--- src/hw/rtl/pes_pkg.sv ---
package pes_pkg;

  // Fixed sizes of the list and of the element fields.
  localparam int SLOTS = 8;
  localparam int ELEM_W = 16;
  localparam int MAX_ITEMS = 5;
  localparam int VALUE_BITS = 16;
  localparam int STORE_BITS = (VALUE_BITS < ELEM_W) ? VALUE_BITS : ELEM_W;
  localparam int SLOT_W = $clog2(SLOTS);
  localparam int DEPTH_W = $clog2(SLOTS + 1);
  localparam int COUNT_W = 4;
  localparam logic [COUNT_W-1:0] COUNT_RESET = 4'd5;
  localparam int APB_AW = 3;
  localparam int APB_DW = 32;
  localparam logic REG_ACTIVE_COUNT = 1'b0;

  typedef enum logic [0:0] {
    OP_LOAD = 1'b0,
    OP_NEXT = 1'b1
  } op_t;

  // Microprogram addresses.
  typedef enum logic [2:0] {
    UPC_DISPATCH  = 3'd0,
    UPC_LOAD_K    = 3'd1,
    UPC_UNSWAP    = 3'd2,
    UPC_ADVANCE   = 3'd3,
    UPC_DESCEND   = 3'd4,
    UPC_FINISH    = 3'd5,
    UPC_EMIT      = 3'd6,
    UPC_EMIT_DONE = 3'd7
  } upc_t;

  typedef enum logic [2:0] {
    ACT_NOP,
    ACT_LOAD_K,
    ACT_UNSWAP,
    ACT_ADVANCE,
    ACT_DESCEND,
    ACT_FINISH,
    ACT_EMIT,
    ACT_EMIT_DONE
  } act_t;

  typedef enum logic [2:0] {
    COND_NEVER,
    COND_ALWAYS,
    COND_FINISHED,
    COND_NOT_STARTED,
    COND_K_ZERO,
    COND_C_GE_N
  } cond_t;

  typedef struct packed {
    act_t  act;
    cond_t cond;
    upc_t  target;
    logic  last;
  } uword_t;

  // Control store: one word per step.
  function automatic uword_t ucode(upc_t addr);
    uword_t w;
    unique case (addr)
      UPC_DISPATCH:  w = '{ACT_NOP,       COND_FINISHED,    UPC_EMIT_DONE, 1'b0};
      UPC_LOAD_K:    w = '{ACT_LOAD_K,    COND_NOT_STARTED, UPC_DESCEND,   1'b0};
      UPC_UNSWAP:    w = '{ACT_UNSWAP,    COND_K_ZERO,      UPC_FINISH,    1'b0};
      UPC_ADVANCE:   w = '{ACT_ADVANCE,   COND_C_GE_N,      UPC_UNSWAP,    1'b0};
      UPC_DESCEND:   w = '{ACT_DESCEND,   COND_ALWAYS,      UPC_EMIT,      1'b0};
      UPC_FINISH:    w = '{ACT_FINISH,    COND_ALWAYS,      UPC_EMIT_DONE, 1'b0};
      UPC_EMIT:      w = '{ACT_EMIT,      COND_NEVER,       UPC_DISPATCH,  1'b1};
      UPC_EMIT_DONE: w = '{ACT_EMIT_DONE, COND_NEVER,       UPC_DISPATCH,  1'b1};
      default:       w = '{ACT_NOP,       COND_NEVER,       UPC_DISPATCH,  1'b1};
    endcase
    return w;
  endfunction

  // Wraps a loaded value to the stored width and sign-extends it.
  function automatic logic [ELEM_W-1:0] load_bits(logic [ELEM_W-1:0] raw);
    logic [ELEM_W-1:0] v;
    for (int b = 0; b < ELEM_W; b++) begin
      v[b] = (b < STORE_BITS) ? raw[b] : raw[STORE_BITS-1];
    end
    return v;
  endfunction

endpackage

--- src/hw/rtl/permutation_enumerator_swap_unit.sv ---
// A load transaction completes at its accepting edge; busy stays low.
// A next transaction runs the microprogram with busy high, unwinding L levels (at
// most the active count held to 1..MAX_ITEMS; all when it runs out of orderings);
// once done it only emits the end marker. The result strobe rises the cycle after
// the last step; each unwound level costs one restoring swap and one advance step.
// Synchronous reset clears the list, the level stack and sets the count to 5.
module permutation_enumerator_swap_unit (
  input  logic                        clk,
  input  logic                        rst,
  input  logic                        start,
  output logic                        busy,
  input  logic                        operation,
  input  logic [pes_pkg::SLOT_W-1:0]  slot,
  input  logic signed [15:0]          value,
  output logic                        result_strobe,
  output logic signed [15:0]          elem_0,
  output logic signed [15:0]          elem_1,
  output logic signed [15:0]          elem_2,
  output logic signed [15:0]          elem_3,
  output logic signed [15:0]          elem_4,
  output logic signed [15:0]          elem_5,
  output logic signed [15:0]          elem_6,
  output logic signed [15:0]          elem_7,
  output logic                        done_res,
  input  logic                        psel,
  input  logic                        penable,
  input  logic                        pwrite,
  input  logic [pes_pkg::APB_AW-1:0]  paddr,
  input  logic [pes_pkg::APB_DW-1:0]  pwdata,
  output logic [pes_pkg::APB_DW-1:0]  prdata,
  output logic                        pready
);
  import pes_pkg::*;

  logic [ELEM_W-1:0]  work_list [SLOTS];
  logic [ELEM_W-1:0]  orig_list [SLOTS];
  logic [SLOT_W-1:0]  level_cursor [SLOTS];
  logic [DEPTH_W-1:0] depth_pointer;
  logic               started;
  logic               finished;
  logic [COUNT_W-1:0] active_count;

  logic               running;
  upc_t               pc;
  logic [DEPTH_W-1:0] k;
  logic [DEPTH_W-1:0] cand;
  logic [ELEM_W-1:0]  out_elem [SLOTS];
  logic               out_done;

  uword_t             uw;
  logic               jump;
  logic [COUNT_W-1:0] n_eff;
  logic [SLOT_W-1:0]  lvl;
  logic [SLOT_W-1:0]  cur;
  logic               cfg_wr;
  logic               accept;

  assign pready = 1'b1;
  assign busy = running;
  assign accept = start && !running;
  assign cfg_wr = psel && penable && pwrite && pready && (paddr[2] == REG_ACTIVE_COUNT);
  assign prdata = (paddr[2] == REG_ACTIVE_COUNT) ? APB_DW'(active_count) : '0;

  always_comb begin
    if (active_count == '0) begin
      n_eff = COUNT_W'(1);
    end else if (active_count > COUNT_W'(MAX_ITEMS)) begin
      n_eff = COUNT_W'(MAX_ITEMS);
    end else begin
      n_eff = active_count;
    end
  end

  assign lvl = SLOT_W'(k - DEPTH_W'(1));
  assign cur = level_cursor[lvl];

  always_comb begin
    uw = ucode(pc);
    unique case (uw.cond)
      COND_NEVER:       jump = 1'b0;
      COND_ALWAYS:      jump = 1'b1;
      COND_FINISHED:    jump = finished;
      COND_NOT_STARTED: jump = !started;
      COND_K_ZERO:      jump = (k == '0);
      COND_C_GE_N:      jump = (COUNT_W'(cand) >= n_eff);
      default:          jump = 1'b0;
    endcase
  end

  always_ff @(posedge clk) begin
    if (rst) begin
      for (int i = 0; i < SLOTS; i++) begin
        work_list[i] <= '0;
        orig_list[i] <= '0;
        level_cursor[i] <= '0;
      end
      depth_pointer <= '0;
      started <= 1'b0;
      finished <= 1'b0;
      active_count <= COUNT_RESET;
      running <= 1'b0;
      pc <= UPC_DISPATCH;
      result_strobe <= 1'b0;
    end else begin
      result_strobe <= 1'b0;
      if (cfg_wr || (accept && operation == OP_LOAD)) begin
        // The list always equals the loaded order with the active swaps
        // applied, so undoing them all is a copy of the loaded order.
        for (int i = 0; i < SLOTS; i++) begin
          work_list[i] <= orig_list[i];
          level_cursor[i] <= '0;
        end
        depth_pointer <= '0;
        started <= 1'b0;
        finished <= 1'b0;
        if (cfg_wr) begin
          active_count <= pwdata[COUNT_W-1:0];
        end else if ({1'b0, slot} < (SLOT_W + 1)'(MAX_ITEMS)) begin
          work_list[slot] <= load_bits(value);
          orig_list[slot] <= load_bits(value);
        end
      end else if (accept) begin
        running <= 1'b1;
        pc <= UPC_DISPATCH;
      end else if (running) begin
        unique case (uw.act)
          ACT_NOP: begin
          end
          ACT_LOAD_K: begin
            k <= depth_pointer;
          end
          ACT_UNSWAP: begin
            if (k != '0) begin
              work_list[lvl] <= work_list[cur];
              work_list[cur] <= work_list[lvl];
              cand <= DEPTH_W'(cur) + DEPTH_W'(1);
            end
          end
          ACT_ADVANCE: begin
            if (COUNT_W'(cand) < n_eff) begin
              level_cursor[lvl] <= cand[SLOT_W-1:0];
              work_list[lvl] <= work_list[cand[SLOT_W-1:0]];
              work_list[cand[SLOT_W-1:0]] <= work_list[lvl];
            end else begin
              level_cursor[lvl] <= '0;
              k <= k - DEPTH_W'(1);
            end
          end
          ACT_DESCEND: begin
            for (int j = 0; j < SLOTS; j++) begin
              if (DEPTH_W'(j) >= k && COUNT_W'(j) < n_eff) begin
                level_cursor[j] <= SLOT_W'(j);
              end
            end
            depth_pointer <= DEPTH_W'(n_eff);
            started <= 1'b1;
          end
          ACT_FINISH: begin
            depth_pointer <= '0;
            finished <= 1'b1;
          end
          ACT_EMIT: begin
            result_strobe <= 1'b1;
          end
          ACT_EMIT_DONE: begin
            result_strobe <= 1'b1;
          end
          default: begin
          end
        endcase
        if (uw.last) begin
          running <= 1'b0;
        end else if (jump) begin
          pc <= uw.target;
        end else begin
          pc <= upc_t'(pc + 3'd1);
        end
      end
    end
  end

  // Result payload; no reset needed.
  always_ff @(posedge clk) begin
    if (running && (uw.act == ACT_EMIT || uw.act == ACT_EMIT_DONE)) begin
      for (int i = 0; i < SLOTS; i++) begin
        out_elem[i] <= (uw.act == ACT_EMIT && COUNT_W'(i) < n_eff) ? work_list[i] : '0;
      end
      out_done <= (uw.act == ACT_EMIT_DONE);
    end
  end

  assign elem_0 = out_elem[0];
  assign elem_1 = out_elem[1];
  assign elem_2 = out_elem[2];
  assign elem_3 = out_elem[3];
  assign elem_4 = out_elem[4];
  assign elem_5 = out_elem[5];
  assign elem_6 = out_elem[6];
  assign elem_7 = out_elem[7];
  assign done_res = out_done;

`ifndef SYNTH
  a_strobe_after_run: assert property (@(posedge clk) disable iff (rst)
    result_strobe |-> $past(running))
    else $error("result strobe without a running sequence");

  a_depth_matches_count: assert property (@(posedge clk) disable iff (rst)
    (started && !finished && !running) |-> (depth_pointer == DEPTH_W'(n_eff)))
    else $error("level stack depth differs from the active count");

  a_finished_empty: assert property (@(posedge clk) disable iff (rst)
    finished |-> (depth_pointer == '0))
    else $error("finished with swaps still active");

  a_next_starts: assert property (@(posedge clk) disable iff (rst)
    (accept && operation == OP_NEXT && !cfg_wr) |=> (running && pc == UPC_DISPATCH))
    else $error("next transaction did not start the sequencer");
`endif

endmodule

--- config.mk ---
export PLATFORM = sky130hd
export DESIGN_NAME = permutation_enumerator_swap_unit
export DESIGN_NICKNAME = d
export VERILOG_FILES = /design/src/hw/rtl/pes_pkg.sv /design/src/hw/rtl/permutation_enumerator_swap_unit.sv
export SDC_FILE = /design/constraint.sdc
export NUM_CORES = 1
export LEC_CHECK = 0
export ABC_AREA = 1
export BUFFER_PORTS_ARGS = -buffer_cell sky130_fd_sc_hd__buf_2
export CAP_MARGIN = 15
export CORE_MARGIN = 8
export CORE_UTILIZATION = 40
export CTS_CLUSTER_DIAMETER = 80
export DETAILED_ROUTE_END_ITERATION = 7
export PLACE_DENSITY = 0.64
export RECOVER_POWER = 50
export SETUP_SLACK_MARGIN = 0.15
export SYNTH_ARGS = -nofsm -noshare
export SYNTH_HDL_FRONTEND = slang
export SYNTH_SLANG_ARGS = --single-unit
--- constraint.sdc ---
create_clock -name clk -period 7.3 [get_ports clk]
set_clock_uncertainty 0.15 [all_clocks]
set_input_delay 1.46 -clock clk [delete_from_list [all_inputs] [get_ports clk]]
set_output_delay 1.46 -clock clk [all_outputs]
set_load 0.01 [all_outputs]
Word level (Yosys, flattened, before mapping) --
Memory sizes are Yosys's and may differ from the RTL's. A register that Yosys moved wholly into a read port is not among the register bits. Index checks and enable logic that the tools add are counted.
Word-level totals: memories kept 5, word-level logic and storage cells 287, memory bits (read-only) 80, bits of input ports 61, RAM bits 408, output and inout bits 164, bits in registers 24
Memories:
- orig_list | words 8, bits a word 16, read ports 8, clocked after Yosys merged registers in 0, write ports 8, RTL line permutation_enumerator_swap_unit.sv:36 | logic [ELEM_W-1:0] orig_list [SLOTS];
- out_elem | words 8, bits a word 16, read ports 8, clocked after Yosys merged registers in 0, write ports 8, RTL line permutation_enumerator_swap_unit.sv:47 | logic [ELEM_W-1:0] out_elem [SLOTS];
- work_list | words 8, bits a word 16, read ports 11, clocked after Yosys merged registers in 1, write ports 9, RTL line permutation_enumerator_swap_unit.sv:35 | logic [ELEM_W-1:0] work_list [SLOTS];
- (no name shown) | words 8, bits a word 10, read ports 1, clocked after Yosys merged registers in 1, write ports 0, RTL line pes_pkg.sv:64 | unique case (addr)
- level_cursor | words 8, bits a word 3, read ports 1, clocked after Yosys merged registers in 0, write ports 8, RTL line permutation_enumerator_swap_unit.sv:37 | logic [SLOT_W-1:0] level_cursor [SLOTS];
Operators by class: magnitude comparators 20, $add $sub $neg 3, reduce and logical (&&, ||, !) cells 47, mux-type cells 156, equality and inequality tests 14, bitwise gates (word level) 32
Operators with widths (count):
- two-way mux 16 bit | 21
- two-way mux 1 bit | 98
- two-way mux 3 bit | 30
- OR reduction 16 bit | 4
- OR 1 bit | 26
- logical AND 1 bit | 22
- == test 3 bit (second input constant) | 6
- >= comparator 3 x 4 -> 1 bit (first input constant) | 4
- < comparator 3 x 4 -> 1 bit (first input constant) | 4
- two-way mux 4 bit | 4
- one-hot mux 4 bit (2 select lines) | 2
- == test 3 x 2 -> 1 bit (second input constant) | 4
- AND reduction 3 bit | 4
- AND reduction 6 bit | 2
- >= comparator 1 x 4 -> 1 bit (first input constant) | 2
- >= comparator 2 x 4 -> 1 bit (first input constant) | 2
- logical NOT 4 bit | 2
- < comparator 1 x 4 -> 1 bit (first input constant) | 2
- < comparator 2 x 4 -> 1 bit (first input constant) | 2
- == test 3 x 1 -> 1 bit (second input constant) | 2
- NOT 1 bit | 6
- nonzero test 2 bit | 3
- one-hot mux 1 bit (5 select lines) | 1
- adder 3 x 1 -> 4 bit (second input constant) | 1
- other kinds (15) | 18

Logic depth before layout (Yosys ltp) --
depth in word-level cells 14, gate-level depth with buffers 21, depth with buffers taken out 20

Worst setup path before layout --
OpenSTA, ideal clock, no wires.
path type register -> register, start point register, netlist name uw[8], end point register out_done (netlist: done_res), enable pin, slack 653 ps, cell stages (with the launch flop) 4, arrival time 5879 ps, data required time 6531 ps, clock period less this slack 6647 ps, setup time 619 ps, buffers on the path 1, path through dfxtp_1 > buf_4 > nand2_1 > nor2_1
Between the ends: longest elaborated chain between the ends 3, elaborated cells on any way between the ends 4, classes of those cells 2 x eq/ne; 2 x reduce/logical
Ends and longest elaborated chain:
- == test 3 bit | RTL line permutation_enumerator_swap_unit.sv:184 | if (running && (uw.act == ACT_EMIT || uw.act == ACT_EMIT_DONE)) begin
- logical OR 1 bit * | RTL line permutation_enumerator_swap_unit.sv:184
- logical AND 1 bit * | RTL line permutation_enumerator_swap_unit.sv:184
- to (signal assigned) | RTL line permutation_enumerator_swap_unit.sv:188 | out_done <= (uw.act == ACT_EMIT_DONE);
- to (decl) | RTL line permutation_enumerator_swap_unit.sv:48 | logic out_done;
Every way passes the cells marked *; elsewhere a longest branch is shown, timed or not. A chain may end at the register's enable or synchronous reset.

==> summary.txt <==
Synth
  – Syn Inst Count: 2658
  – Library cells used by synthesis: 44
  – Most used DFF post-synth: edfxtp_1
  – Cell Area, Synth: 23400 um^2
  – Post-synthesis register bit count: 445
  – Largest area contributor in the netlist: edfxtp_1
  – Post-synth EDFFs: 417
  – Area fraction of the dominant cell type after synthesis: 53.5%
  – Async set or reset register ratio after synthesis: 0%
  – Main area contributors after synthesis: edfxtp_1, nand2_1, nand3_1, a21oi_1, nor2_1
  – Synthesis warning total: 0
  – Avg Inst Size Synth: 8.81 um^2
  – Sequential area share after synthesis: 55.9%

STA
  – Setup TNS: 0 ps
  – Final Slew Violations: 217
  – Final period util: 84.6%
  – Fin Hold WS: 310 ps
  – Slew @ Worst Pin: 2370 ps
  – Slew headroom: -57.9%
  – Unrepaired setup endpoints after global routing: false
  – Hold Vio Cnt, Final: 0
  – Tmin final: 6170 ps
  – Max Freq: 162 MHz
  – Setup Viol. Count Final: 0

Worst setup path
  – Critical path cell sequence: inv_1 > ha_1 > inv_1 > nand2_1 > nand2_1 > inv_1 > nand2_1 > nand2_2 > inv_1 > buf_4 > nand3_1 > nand3_1 > nand2_1 > nand2_1 > nand3_1 > nand3_1 > nand2_1
  – Most used cell along the critical path: nand2_1
  – Crit-path leading delay family: simple AND/OR/NAND/NOR gates
  – Kind of start point of the critical path: flop
  – Crit path arrival time: 6340 ps
  – Worst path bufs/invs: 5
  – Crit Path Class: reg -> reg
  – Max incr delay on CP: 810 ps
  – Req. time, crit path: 7470 ps
  – CP max-delay cell: edfxtp_1
  – CP endpoint kind: flop
  – CP max FO: 35

Place
  – Port Buf Inserts: 165
  – Post-DP HPWL: 64.8 mm
  – RD Place Congestion: 1.02
  – Placed insts: 3575

Detailed routing
  – Vias: 20500
  – Vias per std cell: 5.60
  – DRC Markers: 0
  – Post-detailed-route count of antenna-violating nets: 0
  – WL per Instance: 24.6 um
  – DRT iter0 DRCs: 2827
  – First-pass iteration count of the detailed router: 6
  – Total wire length: 90.0 mm

CTS
  – Post-CTS Setup Bufs: 0
  – CTS tree: done
  – Clock latency on the worst-skew pair: 600 ps
  – Post-CTS resize count: 0
  – Clock Path Buffers: 3
  – Sink Count: 445
  – CTS buffer count: 49
  – Clock slew at reported path FFs: 60 ps
  – Hold buffer count at CTS: 0
  – Htree depth: 2
  – Root buffer cell: clkbuf_16

Run
  – MaxCap Viol Count: 4

Cells and area
  – # diodes: 0
  – Most frequent cells in the layout: nand2_1, edfxtp_1, nand3_1
  – Commonest non-fill, non-tap cell in the layout: nand2_1
  – Post-route insts no fill: 3663
  – Synth-to-Final Area Change: 12.3%
  – Layout cells sized above 1: 8.21%
  – Layout net count: 2932

Floorplanning
  – Die ar.: 66500 um^2
  – IO Count: 225
  – Die Height: 258 um
  – Num rows: 88
  – Chip width: 258 um
  – Initial Util: 40.5%
  – Core ar.: 57800 um^2

Global routing
  – Initial antenna violation count: 1
  – Met3 GRT Util: 6.29%
  – Number of global-route vias before repair: 18700
  – First-pass GRT wire length: 129 mm
  – Grt ovf: 0
  – Met1 global-route usage: 37.7%
  – GRT Max-Usage Layer: met1
  – Met2 global-route usage: 36.9%
  – Largest net degree at the start of global routing: 97
  – Total GRT Usage: 25.8%

Power
  – Lkg Pwr: 10.5 nW
  – Max VDD drop: 0.140 mV
  – Pwr Density: 226 nW/um^2

Status
  – Failing checks: capacitance limit, slew limit
  – Status: finished with violations

Min path
  – Hold crit path type: reg -> reg
cell families after synthesis:
logic type	after synthesis	synth area share (%)
flip-flops	445	55.9
buffers and inverters	381	7.52
other	2	0.0321
AND/OR/NAND/NOR	1425	26.5
AO/OA/AOI/OAI	392	9.46
adder cells (fa/ha/maj)	10	0.535
XOR/XNOR	3	0.112
synthesized netlist by cell type (4+ instances only):
library cell and n:
a221oi_1 30, buf_1 6, ha_1 10, nand2_1 770, buf_4 49, buf_2 40
o21ai_0 103, nor2_1 237, nand2_2 14, clkinv_1 4, nor3_1 8, nor2_4 14
inv_2 36, dfxtp_1 28, a21oi_1 195, edfxtp_1 417, buf_6 12, a21oi_2 6
o21ai_1 10, nor2_2 7, nand2_4 15, nand3_1 345, inv_1 176, clkbuf_1 56
o22ai_1 32, o211ai_1 4
tightest hold or removal path, stage by stage (launching register included):
cell	delay [ps]
dfxtp_1	310
nand2_1	70
nor2_1	40
final cells by class:
| cell class | instances | area (um^2) |
|---|---|---|
| inverter | 218 | 825 |
| sequential | 445 | 13100 |
| tap | 765 | 957 |
| timing repair buffer | 191 | 842 |
| multi-input combinational | 1956 | 9020 |
| clock buffer | 54 | 1240 |
| fill | 5743 | 31500 |
| clock inverter | 34 | 308 |
per-layer routing:
layer	part of all wire (%)	routed length [um]
met5	0	0
met4	3.5	3190
met3	13	11200
met2	42	37500
met1	42	38000
where the power goes:
part,internal [W],switching [W],total [W]
Sequential,0.00291,0.000103,0.00302
Clock,0.00141,0.00104,0.00245
Combinational,0.000110,0.000367,0.000477
registers in the layout (all words and copies together) (netlist names), named ones only:
| signal | cells |
|---|---|
| cand | 4 |
| started | 1 |
| done_res | 1 |
| active_count | 4 |
| work_list | 128 |
| orig_list | 128 |
| out_elem | 128 |
| pc | 3 |
| finished | 1 |
| k | 4 |
| uw | 10 |
| level_cursor | 24 |
| busy | 1 |
| result_strobe | 1 |
| depth_pointer | 4 |
worst paths after layout:
check                                     start                             to  slack, ps  depth (start not counted)
setup / recovery                 k[0]$_DFFE_PP_     work_list[7][10]$_DFFE_PP_       1130                         17
hold / removal    depth_pointer[3]$_SDFFE_PP0P_  depth_pointer[3]$_SDFFE_PP0P_        310                          2
setup reg to reg                 k[0]$_DFFE_PP_     work_list[7][10]$_DFFE_PP_       1130                         17
hold reg to reg   depth_pointer[3]$_SDFFE_PP0P_  depth_pointer[3]$_SDFFE_PP0P_        310                          2
per-stage QoR:
stage          instance area, um^2  setup WS (ps)  total power (W)  utilization [%]
5_1_grt                      26300            945          0.00610             45.5
2_1_floorplan                23900            653          0.00331                -
4_1_cts                      26500           1630          0.00595             45.8
3_3_place_gp                 24900           1760          0.00351             43.1
6_report                     26300           1130          0.00594             45.5
3_5_place_dp                 24900           1640          0.00352             43.1
No activity file was read; power rests on OpenSTA's default activity.
